--- config.mk ---
export PLATFORM = sky130hd
export DESIGN_NAME = least_squares_line_fit
export DESIGN_NICKNAME = d
export VERILOG_FILES = /design/src/rtl/core/lsf_pkg.sv /design/src/rtl/core/lsf_seq_unit.sv /design/src/rtl/core/least_squares_line_fit.sv
export SDC_FILE = /design/constraint.sdc
export NUM_CORES = 2
export LEC_CHECK = 0
export ABC_AREA = 0
export BUFFER_PORTS_ARGS = -buffer_cell sky130_fd_sc_hd__buf_4
export CAP_MARGIN = 20
export CORE_UTILIZATION = 36
export DETAILED_ROUTE_END_ITERATION = 10
export GPL_ROUTABILITY_DRIVEN = 0
export PLACE_DENSITY = 0.53
export SLEW_MARGIN = 20
export SYNTH_ARGS = -nofsm -noshare
export SYNTH_HDL_FRONTEND = slang
export SYNTH_SLANG_ARGS = --single-unit
--- constraint.sdc ---
create_clock -name clk_i -period 11 [get_ports clk_i]
set_input_delay 2.75 -clock clk_i [delete_from_list [all_inputs] [get_ports clk_i]]
set_output_delay 2.75 -clock clk_i [all_outputs]
set_load 0.02 [all_outputs]
--- src/rtl/core/lsf_pkg.sv ---
// ----------------------------------------------------------------------------
// lsf_pkg: shared types and constants for the least-squares line fit
// Holds the shared-unit request/response types, status codes and the
// saturation helper used by the fit datapath.
// ----------------------------------------------------------------------------
package lsf_pkg;

  localparam int DefMaxPoints  = 32;
  localparam int DefCoordWidth = 16;

  // Width of the shared multiply/divide datapath.
  localparam int ArithW = 64;
  // Fraction bits of the slope.
  localparam int SlopeFrac = 16;
  localparam int OutW      = 32;
  localparam int IndexW    = 5;
  localparam int StatusW   = 2;

  typedef enum logic [StatusW-1:0] {
    STATUS_OK      = 2'd0,
    STATUS_DEGEN   = 2'd1,
    STATUS_DROPPED = 2'd2
  } status_e;

  typedef enum logic {
    OP_MUL = 1'b0,
    OP_DIV = 1'b1
  } op_e;

  typedef struct packed {
    logic                     start;
    op_e                      op;
    logic signed [ArithW-1:0] a;
    logic signed [ArithW-1:0] b;
  } unit_req_t;

  typedef struct packed {
    logic                     done;
    logic signed [ArithW-1:0] result;
  } unit_rsp_t;

  // Clamp to the signed 32-bit output range.
  function automatic logic signed [OutW-1:0] sat32(input logic signed [ArithW:0] v);
    logic signed [ArithW:0] hi;
    logic signed [ArithW:0] lo;
    hi = (ArithW+1)'(signed'({1'b0, {(OutW-1){1'b1}}}));
    lo = -hi - (ArithW+1)'(1);
    if (v > hi) begin
      return {1'b0, {(OutW-1){1'b1}}};
    end else if (v < lo) begin
      return {1'b1, {(OutW-1){1'b0}}};
    end else begin
      return v[OutW-1:0];
    end
  endfunction

endpackage

--- src/rtl/core/lsf_seq_unit.sv ---
// ----------------------------------------------------------------------------
// lsf_seq_unit: shared sequential multiply / divide unit
// Signed shift-add multiply and restoring divide, one bit per cycle, both
// truncating toward zero. Product keeps the low ArithW bits.
// ----------------------------------------------------------------------------
module lsf_seq_unit (
  input  logic                clk_i,
  input  logic                rst_ni,
  input  lsf_pkg::unit_req_t  req_i,
  output lsf_pkg::unit_rsp_t  rsp_o
);

  localparam int W    = lsf_pkg::ArithW;
  localparam int CW   = $clog2(W);

  logic          busy_q;
  logic          done_q;
  lsf_pkg::op_e  op_q;
  logic          neg_q;
  logic [CW-1:0] cnt_q;
  logic [W-1:0]  ma_q;
  logic [W-1:0]  mb_q;
  logic [W:0]    acc_q;

  logic [W-1:0]  ua;
  logic [W-1:0]  ub;
  logic [W:0]    rem;
  logic [W-1:0]  mag;

  assign ua  = req_i.a[W-1] ? W'(-req_i.a) : W'(req_i.a);
  assign ub  = req_i.b[W-1] ? W'(-req_i.b) : W'(req_i.b);
  assign rem = {acc_q[W-1:0], mb_q[W-1]};
  assign mag = (op_q == lsf_pkg::OP_MUL) ? acc_q[W-1:0] : mb_q;

  assign rsp_o.done   = done_q;
  assign rsp_o.result = neg_q ? signed'(-mag) : signed'(mag);

  always_ff @(posedge clk_i or negedge rst_ni) begin
    if (!rst_ni) begin
      busy_q <= 1'b0;
      done_q <= 1'b0;
      cnt_q  <= '0;
    end else begin
      done_q <= 1'b0;
      if (req_i.start && !busy_q) begin
        busy_q <= 1'b1;
        cnt_q  <= '0;
      end else if (busy_q) begin
        cnt_q <= cnt_q + CW'(1);
        if (cnt_q == CW'(W - 1)) begin
          busy_q <= 1'b0;
          done_q <= 1'b1;
        end
      end
    end
  end

  // datapath, no reset needed
  always_ff @(posedge clk_i) begin
    if (req_i.start && !busy_q) begin
      op_q  <= req_i.op;
      neg_q <= req_i.a[W-1] ^ req_i.b[W-1];
      acc_q <= '0;
      if (req_i.op == lsf_pkg::OP_MUL) begin
        ma_q <= ua;
        mb_q <= ub;
      end else begin
        ma_q <= ub;
        mb_q <= ua;
      end
    end else if (busy_q) begin
      if (op_q == lsf_pkg::OP_MUL) begin
        if (mb_q[0]) begin
          acc_q <= {1'b0, acc_q[W-1:0] + ma_q};
        end
        ma_q <= {ma_q[W-2:0], 1'b0};
        mb_q <= {1'b0, mb_q[W-1:1]};
      end else begin
        if (rem >= {1'b0, ma_q}) begin
          acc_q <= rem - {1'b0, ma_q};
          mb_q  <= {mb_q[W-2:0], 1'b1};
        end else begin
          acc_q <= rem;
          mb_q  <= {mb_q[W-2:0], 1'b0};
        end
      end
    end
  end

endmodule

--- src/rtl/core/least_squares_line_fit.sv ---
// ----------------------------------------------------------------------------
// least_squares_line_fit: ordinary least-squares straight-line fit
// Stores points and their running sums, then fits slope and intercept with
// a shared multiply/divide unit and emits one word per stored point.
// ----------------------------------------------------------------------------
//
//  channel | valid       | stall        | payload
//  --------+-------------+--------------+-------------------------------------
//  input   | in_valid_i  | in_stall_o   | x_value_i, y_value_i, last_point_i
//  output  | out_valid_o | out_stall_i  | point_index_o .. last_result_o
//
// Sequence: a point word is taken each cycle while loading. A word with
// last_point starts the fit: six products and two quotients on the shared
// unit (the quotients are skipped when degenerate), then per stored point a
// memory read and one product (skipped when degenerate) before the result
// word.
// Reset: clears the sums, the count and the sequencer; the point memory
// needs no clearing since only written entries are read.
// Stalls: out_stall_i holds the current result word; input stays stalled
// until the last result word of the set is taken.
// ----------------------------------------------------------------------------
module least_squares_line_fit #(
  parameter int MAX_POINTS  = lsf_pkg::DefMaxPoints,
  parameter int COORD_WIDTH = lsf_pkg::DefCoordWidth
) (
  input  logic                                clk_i,
  input  logic                                rst_ni,
  input  logic                                in_valid_i,
  output logic                                in_stall_o,
  input  logic signed [COORD_WIDTH-1:0]       x_value_i,
  input  logic signed [COORD_WIDTH-1:0]       y_value_i,
  input  logic                                last_point_i,
  output logic                                out_valid_o,
  input  logic                                out_stall_i,
  output logic [lsf_pkg::IndexW-1:0]          point_index_o,
  output logic signed [COORD_WIDTH-1:0]       x_echo_o,
  output logic signed [COORD_WIDTH-1:0]       y_observed_o,
  output logic signed [lsf_pkg::OutW-1:0]     y_fitted_o,
  output logic signed [lsf_pkg::OutW-1:0]     slope_o,
  output logic signed [lsf_pkg::OutW-1:0]     intercept_o,
  output logic [lsf_pkg::StatusW-1:0]         fit_status_o,
  output logic                                last_result_o
);

  localparam int W     = lsf_pkg::ArithW;
  localparam int CNT_W = $clog2(MAX_POINTS + 1);
  localparam int IDX_W = $clog2(MAX_POINTS);
  localparam int SX_W  = COORD_WIDTH + CNT_W;
  localparam int SXX_W = 2 * COORD_WIDTH + CNT_W - 1;
  localparam int FRAC  = lsf_pkg::SlopeFrac;
  localparam int OW    = lsf_pkg::OutW;

  typedef enum logic [3:0] {
    S_LOAD,
    S_MUL_NXX,
    S_MUL_SXSX,
    S_MUL_NXY,
    S_MUL_SXSY,
    S_MUL_XXY,
    S_MUL_SXXY,
    S_DIV_SLOPE,
    S_DIV_ICPT,
    S_MEM_RD,
    S_MUL_FIT,
    S_EMIT
  } state_e;

  state_e state_q;
  logic   issued_q;

  // Point memory
  logic signed [COORD_WIDTH-1:0] x_mem [MAX_POINTS];
  logic signed [COORD_WIDTH-1:0] y_mem [MAX_POINTS];
  logic signed [COORD_WIDTH-1:0] rd_x_q;
  logic signed [COORD_WIDTH-1:0] rd_y_q;

  // Running sums
  logic [CNT_W-1:0]        count_q;
  logic signed [SX_W-1:0]  sum_x_q;
  logic signed [SX_W-1:0]  sum_y_q;
  logic signed [SXX_W-1:0] sum_xx_q;
  logic signed [SXX_W-1:0] sum_xy_q;
  logic                    ovf_q;

  // Fit registers
  logic signed [W-1:0]  tmp_q;
  logic signed [W-1:0]  den_q;
  logic signed [W-1:0]  numa_q;
  logic signed [W-1:0]  numb_q;
  logic signed [OW-1:0] slope_q;
  logic signed [OW-1:0] icpt_q;
  logic signed [OW-1:0] fit_q;
  logic                 degen_q;
  lsf_pkg::status_e     status_q;
  logic [IDX_W-1:0]     idx_q;
  logic                 out_valid_q;

  lsf_pkg::unit_req_t req;
  lsf_pkg::unit_rsp_t rsp;

  logic                          in_acc;
  logic                          room;
  logic signed [2*COORD_WIDTH-1:0] prod_xx;
  logic signed [2*COORD_WIDTH-1:0] prod_xy;
  logic signed [W-1:0]           n_ext;
  logic signed [W-1:0]           sx_ext;
  logic signed [W-1:0]           sy_ext;
  logic signed [W-1:0]           sxx_ext;
  logic signed [W-1:0]           sxy_ext;
  logic signed [W-1:0]           diff;
  logic signed [W-1:0]           fit_trunc;
  logic signed [W:0]             fit_sum;
  logic                          is_last;

  assign in_stall_o = (state_q != S_LOAD);
  assign in_acc     = in_valid_i && !in_stall_o;
  assign room       = (count_q < CNT_W'(MAX_POINTS));
  assign prod_xx    = x_value_i * x_value_i;
  assign prod_xy    = x_value_i * y_value_i;

  assign n_ext   = signed'(W'(count_q));
  assign sx_ext  = W'(sum_x_q);
  assign sy_ext  = W'(sum_y_q);
  assign sxx_ext = W'(sum_xx_q);
  assign sxy_ext = W'(sum_xy_q);
  assign diff    = tmp_q - rsp.result;

  // Truncate slope*x / 2^FRAC toward zero, then add the intercept.
  assign fit_trunc = rsp.result[W-1] ? (rsp.result + W'((1 << FRAC) - 1)) >>> FRAC
                                     : rsp.result >>> FRAC;
  assign fit_sum   = (W+1)'(fit_trunc) + (W+1)'(icpt_q);
  assign is_last   = (CNT_W'(idx_q) + CNT_W'(1) == count_q);

  // Operand selection for the shared unit
  always_comb begin
    req.start = 1'b0;
    req.op    = lsf_pkg::OP_MUL;
    req.a     = '0;
    req.b     = '0;
    case (state_q)
      S_MUL_NXX: begin
        req.a = n_ext;   req.b = sxx_ext;
      end
      S_MUL_SXSX: begin
        req.a = sx_ext;  req.b = sx_ext;
      end
      S_MUL_NXY: begin
        req.a = n_ext;   req.b = sxy_ext;
      end
      S_MUL_SXSY: begin
        req.a = sx_ext;  req.b = sy_ext;
      end
      S_MUL_XXY: begin
        req.a = sxx_ext; req.b = sy_ext;
      end
      S_MUL_SXXY: begin
        req.a = sx_ext;  req.b = sxy_ext;
      end
      S_DIV_SLOPE: begin
        req.op = lsf_pkg::OP_DIV;
        req.a  = numa_q <<< FRAC;
        req.b  = den_q;
      end
      S_DIV_ICPT: begin
        req.op = lsf_pkg::OP_DIV;
        req.a  = numb_q;
        req.b  = den_q;
      end
      S_MUL_FIT: begin
        req.a = W'(slope_q);
        req.b = W'(rd_x_q);
      end
      default: begin
        req.a = '0;
      end
    endcase
    req.start = !issued_q && (state_q != S_LOAD) && (state_q != S_MEM_RD) &&
                (state_q != S_EMIT) && !(state_q == S_MUL_FIT && degen_q);
  end

  lsf_seq_unit u_unit (
    .clk_i  (clk_i),
    .rst_ni (rst_ni),
    .req_i  (req),
    .rsp_o  (rsp)
  );

  // Point memory: write while loading, read one entry per result
  always_ff @(posedge clk_i) begin
    if (in_acc && room) begin
      x_mem[count_q[IDX_W-1:0]] <= x_value_i;
      y_mem[count_q[IDX_W-1:0]] <= y_value_i;
    end
    if (state_q == S_MEM_RD) begin
      rd_x_q <= x_mem[idx_q];
      rd_y_q <= y_mem[idx_q];
    end
  end

  // Sequencer with sums and result registers
  always_ff @(posedge clk_i or negedge rst_ni) begin
    if (!rst_ni) begin
      state_q     <= S_LOAD;
      issued_q    <= 1'b0;
      count_q     <= '0;
      sum_x_q     <= '0;
      sum_y_q     <= '0;
      sum_xx_q    <= '0;
      sum_xy_q    <= '0;
      ovf_q       <= 1'b0;
      out_valid_q <= 1'b0;
      degen_q     <= 1'b0;
      idx_q       <= '0;
    end else begin
      if (req.start) begin
        issued_q <= 1'b1;
      end
      case (state_q)
        S_LOAD: begin
          if (in_acc) begin
            // Accumulate while there is room, flag the rest
            if (room) begin
              count_q  <= count_q + CNT_W'(1);
              sum_x_q  <= sum_x_q + SX_W'(x_value_i);
              sum_y_q  <= sum_y_q + SX_W'(y_value_i);
              sum_xx_q <= sum_xx_q + SXX_W'(prod_xx);
              sum_xy_q <= sum_xy_q + SXX_W'(prod_xy);
            end else begin
              ovf_q <= 1'b1;
            end
            if (last_point_i) begin
              state_q <= S_MUL_NXX;
            end
          end
        end
        S_MUL_NXX, S_MUL_NXY, S_MUL_XXY: begin
          if (rsp.done) begin
            issued_q <= 1'b0;
            tmp_q    <= rsp.result;
            state_q  <= state_e'(state_q + 4'd1);
          end
        end
        S_MUL_SXSX: begin
          if (rsp.done) begin
            issued_q <= 1'b0;
            den_q    <= diff;
            state_q  <= S_MUL_NXY;
          end
        end
        S_MUL_SXSY: begin
          if (rsp.done) begin
            issued_q <= 1'b0;
            numa_q   <= diff;
            state_q  <= S_MUL_XXY;
          end
        end
        S_MUL_SXXY: begin
          if (rsp.done) begin
            issued_q <= 1'b0;
            numb_q   <= diff;
            idx_q    <= '0;
            // Zero or negative denominator: degenerate, all fit values zero
            if (den_q <= 0) begin
              degen_q  <= 1'b1;
              status_q <= lsf_pkg::STATUS_DEGEN;
              slope_q  <= '0;
              icpt_q   <= '0;
              state_q  <= S_MEM_RD;
            end else begin
              degen_q  <= 1'b0;
              status_q <= ovf_q ? lsf_pkg::STATUS_DROPPED : lsf_pkg::STATUS_OK;
              state_q  <= S_DIV_SLOPE;
            end
          end
        end
        S_DIV_SLOPE: begin
          if (rsp.done) begin
            issued_q <= 1'b0;
            slope_q  <= lsf_pkg::sat32((W+1)'(rsp.result));
            state_q  <= S_DIV_ICPT;
          end
        end
        S_DIV_ICPT: begin
          if (rsp.done) begin
            issued_q <= 1'b0;
            icpt_q   <= lsf_pkg::sat32((W+1)'(rsp.result));
            state_q  <= S_MEM_RD;
          end
        end
        S_MEM_RD: begin
          state_q <= S_MUL_FIT;
        end
        S_MUL_FIT: begin
          if (degen_q) begin
            fit_q       <= '0;
            out_valid_q <= 1'b1;
            state_q     <= S_EMIT;
          end else if (rsp.done) begin
            issued_q    <= 1'b0;
            fit_q       <= lsf_pkg::sat32(fit_sum);
            out_valid_q <= 1'b1;
            state_q     <= S_EMIT;
          end
        end
        S_EMIT: begin
          // Hold the word until taken, then advance or finish the set
          if (!out_stall_i) begin
            out_valid_q <= 1'b0;
            if (is_last) begin
              count_q  <= '0;
              sum_x_q  <= '0;
              sum_y_q  <= '0;
              sum_xx_q <= '0;
              sum_xy_q <= '0;
              ovf_q    <= 1'b0;
              state_q  <= S_LOAD;
            end else begin
              idx_q   <= idx_q + IDX_W'(1);
              state_q <= S_MEM_RD;
            end
          end
        end
        default: begin
          state_q <= S_LOAD;
        end
      endcase
    end
  end

  assign out_valid_o   = out_valid_q;
  assign point_index_o = lsf_pkg::IndexW'(idx_q);
  assign x_echo_o      = rd_x_q;
  assign y_observed_o  = rd_y_q;
  assign y_fitted_o    = fit_q;
  assign slope_o       = slope_q;
  assign intercept_o   = icpt_q;
  assign fit_status_o  = status_q;
  assign last_result_o = is_last;

  // Loading and emitting never overlap
  a_no_overlap: assert property (@(posedge clk_i) disable iff (!rst_ni)
    !in_stall_o |-> !out_valid_o)
    else $error("input ready while a result word is pending");

  // The shared unit only finishes an operation that was issued
  a_done_issued: assert property (@(posedge clk_i) disable iff (!rst_ni)
    rsp.done |-> issued_q)
    else $error("shared unit done without a pending operation");

  // Degenerate fit gives zero slope, intercept and fit
  a_degen_zero: assert property (@(posedge clk_i) disable iff (!rst_ni)
    out_valid_o && fit_status_o == lsf_pkg::STATUS_DEGEN |->
      slope_o == '0 && y_fitted_o == '0 && intercept_o == '0)
    else $error("degenerate result with nonzero fit values");

  // Taking the last word of a set reopens the input
  a_reopen: assert property (@(posedge clk_i) disable iff (!rst_ni)
    out_valid_o && last_result_o && !out_stall_i |=> !in_stall_o)
    else $error("input not reopened after last result word");

endmodule
=== Word-level counts from Yosys, hierarchy flattened ===
Memories as Yosys holds them, arrays and structs flattened. A register that Yosys moved wholly into a read port is not among the register bits.
Cells that the tools add are included.

* Flip-flop bits (word level): 677
* Latch bits: 0
* RAM bits: 1,024
* Memory bits (read-only): 0
* Input bits: 37
* Word-level logic and storage cells: 225
* Memories: 2

{| class="wikitable"
|+ Memories
! name !! words !! width !! read ports !! clocked after Yosys merged registers in !! wr ports !! RTL line !! text
|-
| x_mem || 32 || 16 || 1 || 1 || 1 || least_squares_line_fit.sv:72 || <nowiki>logic signed [COORD_WIDTH-1:0] x_mem [MAX_POINTS];</nowiki>
|-
| y_mem || 32 || 16 || 1 || 1 || 1 || least_squares_line_fit.sv:73 || <nowiki>logic signed [COORD_WIDTH-1:0] y_mem [MAX_POINTS];</nowiki>
|}

* Add/subtract/negate cells: 17
* Multiply operators: 2
* Div/mod/pow operators: 0
* Order comparisons: 7
* Equal/unequal tests: 31
* Shift-type cells: 0
* Multiplexer cells: 94
* Bitwise gates (word level): 1
* Reduce and logical (&&, ||, !) cells: 44

{| class="wikitable"
|+ Operators with widths
! kind !! number
|-
| 2-to-1 mux 64 bit || 16
|-
| case mux 64 bit (6 select lines) || 2
|-
| 2-to-1 mux 32 bit || 8
|-
| 2-to-1 mux 37 bit || 6
|-
| negation 64 bit || 3
|-
| case mux 37 bit (2 select lines) || 2
|-
| 2-to-1 mux 22 bit || 6
|-
| case mux 32 bit (2 select lines) || 2
|-
| subtractor 64 bit || 2
|-
| case mux 22 bit (2 select lines) || 2
|-
| adder 37 x 32 -> 37 bit || 2
|-
| adder 64 x 32 -> 65 bit || 1
|-
| >= comparator 65 x 64 -> 1 bit || 1
|-
| > comparator 65 x 32 -> 1 bit (second input constant) || 1
|-
| less-than comparator 65 x 32 -> 1 bit (second input constant) || 1
|-
| adder 64 x 17 -> 64 bit (second input constant) || 1
|-
| adder 64 bit || 1
|-
| > comparator 64 x 32 -> 1 bit (second input constant) || 1
|-
| less-or-equal comparator 64 x 1 -> 1 bit (second input constant) || 1
|-
| less-than comparator 64 x 32 -> 1 bit (second input constant) || 1
|-
| multiplier 16 x 16 -> 32 bit || 2
|-
| 2-to-1 mux 4 bit || 13
|-
| adder 22 x 16 -> 22 bit || 2
|-
| case mux 4 bit (10 select lines) || 1
|-
| other kinds (36) || 118
|}

=== Longest topological paths before layout ===
* Depth after elaboration: 10
* Mapped depth: 43
* Depth with buffers taken out: 33

=== By module ===
From an unflattened synthesis, not the netlist that was laid out.

* Cells, all modules: 9,642
* Area total of the unflattened synthesis: 112,726.9 um^2

{| class="wikitable"
|+ Modules (own cells, without submodules)
! module !! instances !! cells each !! area an instance (um^2) !! seq. area each (um^2)
|-
| least_squares_line_fit || 1 || 6,628 || 89,862.4 || 45,288.4
|-
| lsf_seq_unit || 1 || 3,014 || 22,864.4 || 5,385.2
|}

=== Worst setup path after synthesis ===
No wires, ideal clock.

* Kind: input-to-reg
* Start point: input port x_value_i[8]
* End point: register sum_xy_q[36]
* Data arrival time: 9.268 ns
* Data required time: 10.867 ns
* Slack: 1.598 ns
* Cell stages on the path: 30
* Path through: clkbuf_1 -> clkbuf_1 -> nand2_1 -> fa_1 -> inv_1 -> fa_1 -> inv_1 -> fa_1 -> inv_1 -> fa_1 -> inv_1 -> fa_1 -> inv_1 -> fa_1 -> ha_1 -> and3_1 -> and3_1 -> nand3_1 -> nor2_1 -> a31oi_1 -> nor4bb_1 -> a211o_1 -> nand2_1 -> o21ai_0 -> o21ai_0 -> nand2b_1 -> a21oi_1 -> o21ai_0 -> xnor2_1 -> o21ai_0

* Word-level cells in the longest chain between the ends: 5

{| class="wikitable"
|+ RTL lines
! element !! RTL line !! text
|-
| start, declared || least_squares_line_fit.sv:30 || <nowiki>input logic signed [COORD_WIDTH-1:0] x_value_i,</nowiki>
|-
| multiplier 16 x 16 -> 32 bit || least_squares_line_fit.sv:119 || <nowiki>assign prod_xy = x_value_i * y_value_i;</nowiki>
|-
| adder 37 x 32 -> 37 bit || least_squares_line_fit.sv:227 || <nowiki>sum_xy_q <= sum_xy_q + SXX_W'(prod_xy);</nowiki>
|-
| 2-to-1 mux 37 bit || least_squares_line_fit.sv:222 || <nowiki>if (room) begin</nowiki>
|-
| 2-to-1 mux 37 bit || least_squares_line_fit.sv:220 || <nowiki>if (in_acc) begin</nowiki>
|-
| case mux 37 bit (2 select lines) || least_squares_line_fit.sv:218 || <nowiki>case (state_q)</nowiki>
|-
| end signal, assigned || least_squares_line_fit.sv:227 ||
|-
| end, declared || least_squares_line_fit.sv:82 || <nowiki>logic signed [SXX_W-1:0] sum_xy_q;</nowiki>
|}

Every way passes these cells. The select of a mux whose other input is x is not followed.
A chain may end at the register's enable or synchronous reset.

=== Final worst setup path ===
* Start point: register u_unit.op_q
* End point: register fit_q[11], in the netlist y_fitted_o[11] (data pin)

* Word-level cells in the longest chain between the ends: 10
* Elaborated cells on any way between the ends: 11
* Classes of those cells: add/sub: 3; order compare: 2; mux: 6

{| class="wikitable"
|+ RTL lines
! element !! RTL line !! text
|-
| start, declared || lsf_seq_unit.sv:18 || <nowiki>lsf_pkg::op_e op_q;</nowiki>
|-
| start signal, assigned || lsf_seq_unit.sv:61 || <nowiki>op_q <= req_i.op;</nowiki>
|-
| 2-to-1 mux 64 bit (*) || lsf_seq_unit.sv:33 || <nowiki>assign mag = (op_q == lsf_pkg::OP_MUL) ? acc_q[W-1:0] : mb_q;</nowiki>
|-
| negation 64 bit || lsf_seq_unit.sv:36 || <nowiki>assign rsp_o.result = neg_q ? signed'(-mag) : signed'(mag);</nowiki>
|-
| 2-to-1 mux 64 bit (*) || lsf_seq_unit.sv:36 ||
|-
| adder 64 x 17 -> 64 bit || least_squares_line_fit.sv:129 || <nowiki>assign fit_trunc = rsp.result[W-1] ? (rsp.result + W'((1 << FRAC) - 1)) >>> FRAC</nowiki>
|-
| 2-to-1 mux 64 bit (*) || least_squares_line_fit.sv:129 ||
|-
| adder 64 x 32 -> 65 bit (*) || least_squares_line_fit.sv:131 || <nowiki>assign fit_sum = (W+1)'(fit_trunc) + (W+1)'(icpt_q);</nowiki>
|-
| less-than comparator 65 x 32 -> 1 bit || lsf_pkg.sv:50 || <nowiki>end else if (v < lo) begin</nowiki>
|-
| 2-to-1 mux 32 bit || lsf_pkg.sv:50 ||
|-
| 2-to-1 mux 32 bit (*) || lsf_pkg.sv:48 || <nowiki>if (v > hi) begin</nowiki>
|-
| 2-to-1 mux 32 bit (*) || least_squares_line_fit.sv:298 || <nowiki>end else if (rsp.done) begin</nowiki>
|-
| end signal, assigned || least_squares_line_fit.sv:300 || <nowiki>fit_q <= lsf_pkg::sat32(fit_sum);</nowiki>
|-
| end, declared || least_squares_line_fit.sv:92 || <nowiki>logic signed [OW-1:0] fit_q;</nowiki>
|}

Mark *: on every way between the ends. The rest lies on a longest branch, timed or not. The select of a mux whose other input is x is not followed.

==> impl_metrics.csv <==
group,metric,value,unit
sta,whs,0.491,ns
synth,ys_seq_area_frac,0.449,
critical_path,critPathRequiredTime,11.57,ns
cells_and_area,mostFrequentLayoutCells,"edfxtp_1 (1524), nand2_1 (873), inv_1 (819)",
sta,layout_min_cycle_time,10.00,ns
routing,vias_per_cell,5.71,
hold_path,hold_class,"reg -> reg",
grt,grt_pass1_wl,564000,µm
clock_network,cts_hold_buf,0,
routing,drc,0,
clock_network,cts_made_buffers,199,
routing,wl_per_cell,26.8,µm
clock_network,cts.clk_slew.worst_paths,0.06,ns
synth,syn_area_per_cell,11.3,µm²
placed_design,dp_hpwl,272000,µm
routing,drt_wl_total,386000,µm
critical_path,cp-end-kind,"flop",
cells_and_area,design_area,126000,µm²
routing,ant_nets,0,
grt,track_usage,0.241,
placed_design,postPlaceCellArea,119000,µm²
outcome,status,"finished clean",
clock_network,h-tree-depth,4,
floorplan,die_w,562,µm
sta,max_slew_margin,0.217,
critical_path,path_max_fanout,98,
routing,routed-via-count,82200,
floorplan,chipHeight,562,µm
routing,drtIter0Drc,8897,
grt,grt_max_degree,99,
grt,grt_pass1_vias,82100,
sta,fin_worst_skew,0.101,ns
placed_design,numPortBuffers,174,
pwr,vdd_drop_max,301,µV
critical_path,rr_worst_depth,30,
clock_network,cts-root-buf,"clkbuf_16",
clock_network,cts_buffer_depth,4,
synth,synth_cell_types,113,
hold_path,whs_path_depth,1,
routing,drtPass1Iterations,8,
sta,fin_crit_sh,0.909,
cells_and_area,layout_commonest_cell,"edfxtp_1",
synth,ys_warn_count,0,
floorplan,io_pins,175,
sta,hold_viol_final,0,
cells_and_area,final_nets,11200,
synth,synth_async_sr_flop_share,0.0837,
cells_and_area,drive_gt1_frac,0.102,
cells_and_area,fin_cells,14400,
sta,setup_tns,0,ns
clock_network,cts_sinks,1733,
synth,mappedNetlistNets,11200,
synth,syn-instance-count,9974,
grt,antenna_found_initial,19,
cells_and_area,area_growth,11.8,%
critical_path,cp-start-kind,"flop",
flow_run,drv_cap,0,
synth,synthFlopType,"edfxtp_1",
sta,grt_setup_unrepaired,"false",
synth,ys_ff_latch,1733,
clock_network,post_cts_buffers,0,
floorplan,dieArea,316000,µm²
floorplan,initial_utilization,0.362,
critical_path,max_stage_delay,0.81,ns
sta,worst_pin_slew,1.17,ns
clock_network,clkLatencyLatePin,0.91,ns
placed_design,dp.cells,14000,
clock_network,cts_tree,"built",
sta,fmax,100,MHz
sta,slew_violations,0,
grt,grt_overflow,0,
pwr,p_per_area,205,nW/µm²
critical_path,critPathKind,"reg -> reg",
pwr,leakagePower,0.0524,µW
critical_path,crit_top_cell,"o21ai_0",
sta,setup-violations-final,0,
synth,synthesis.area,113000,µm²
floorplan,rows,205,
floorplan,core-area,312000,µm²
critical_path,cp.arrival,10.57,ns
clock_network,cts-resized-gates,0,
synth,synth_edf_count,1524,
critical_path,critPathSlowestCell,"o31ai_1",
==> cells by family after synthesis <==
kind of cell | count (synthesis) | share of synthesized area
AOI/OAI and AO/OA | 2440 | 0.137
adders and majority gates | 1143 | 0.168
xor gates and xnor gates | 563 | 0.0438
buffers and inverters | 1316 | 0.0447
and+or+nand+nor | 2247 | 0.0954
DFF | 1733 | 0.449
muxes | 532 | 0.0624
==> state kept, by name (all words and copies together) (netlist names), 4 cells and up <==
name / cells
y_mem: 512
y_fitted_o: 32
sum_xx_q: 37
sum_xy_q: 37
intercept_o: 32
u_unit.cnt_q: 6
u_unit.ma_q: 64
state_q: 4
sum_y_q: 22
y_observed_o: 16
u_unit.acc_q: 64
x_mem: 512
den_q: 64
point_index_o: 5
count_q: 6
sum_x_q: 22
tmp_q: 64
x_echo_o: 16
slope_o: 32
numb_q: 64
u_unit.mb_q: 64
numa_q: 48
==> metal layers <==
layer,GRT usage,share of wire
met4,0.0795,0.036
met3,0.0334,0.071
met1,0.337,0.44
met2,0.385,0.46
met5,0,0.000070
==> worst max-delay path: cells and delay by family, from the launching register on <==
family,cells,cell delay (ns)
AO/OA/AOI/OAI,13,4.62
XOR/XNOR,2,0.49
adder cells (fa/ha/maj),1,0.30
buffers and inverters,4,1.27
flip-flops,1,0.66
AND/OR/NAND/NOR,10,2.33
==> where the power goes <==
group / switching (µW) / internal [µW]
registers: 10.4 / 7120
logic: 6750 / 5080
clock network: 2880 / 3990
total: 9650 / 16200
==> cell usage after synthesis (67+ instances only) <==
master | number | area (µm²)
nand3_1 | 155 | 776
fa_1 | 616 | 12300
a21oi_1 | 609 | 3050
inv_1 | 820 | 3080
nor3_1 | 93 | 465
nand2_1 | 875 | 3280
a21o_1 | 241 | 1810
mux2_2 | 75 | 845
nand2b_1 | 82 | 513
and2_1 | 179 | 1120
mux4_2 | 128 | 2880
edfxtp_1 | 1524 | 45800
o221ai_1 | 102 | 893
nor2_1 | 460 | 1730
a211oi_1 | 95 | 713
o22ai_1 | 91 | 569
xnor2_1 | 362 | 3170
buf_1 | 67 | 251
o21ai_0 | 625 | 3130
mux2i_1 | 325 | 3250
xor2_1 | 199 | 1740
ha_1 | 523 | 6540
clkbuf_1 | 399 | 1500
dfrtp_1 | 145 | 3630
a31oi_1 | 77 | 482
nand4_1 | 72 | 450
==> path summary, 6_finish.rpt <==
check / start / endpoint / slack [ns]
hold reg to reg: u_unit.cnt_q[5]$_DFFE_PN0P_ / u_unit.cnt_q[5]$_DFFE_PN0P_ / 0.49
max in group asynchronous: rst_ni / point_index_o[1]$_DFFE_PN0P_ / 7.62
min in group asynchronous: rst_ni / sum_xx_q[14]$_DFFE_PN0P_ / 1.86
setup reg to reg: u_unit.op_q$_DFFE_PP_ / y_fitted_o[11]$_SDFFCE_PP0P_ / 1.0
hold / removal: u_unit.cnt_q[5]$_DFFE_PN0P_ / u_unit.cnt_q[5]$_DFFE_PN0P_ / 0.49
setup / recovery: u_unit.op_q$_DFFE_PP_ / y_fitted_o[11]$_SDFFCE_PP0P_ / 1.0
==> per-stage QoR <==
stage	util	total power (µW)	worst slack, ns
after global placement	0.383	19000	0.355
after floorplan	-	16300	1.60
after detailed placement	0.383	19000	0.407
final	0.405	25800	0.996
after CTS	0.404	26000	1.11
after global routing	0.405	27800	0.330
==> final cells by class <==
| type | count | area, µm² |
|---|---|---|
| fill | 29600 | 186000 |
| multi-input combinational | 6925 | 57600 |
| sequential | 1733 | 50700 |
| clock buffer | 241 | 5230 |
| tap | 4140 | 5180 |
| inverter | 825 | 3100 |
| timing repair buffer | 386 | 2980 |
| clock inverter | 123 | 1420 |
| antenna | 15 | 37.5 |
(Power assumes the default switching activity.)
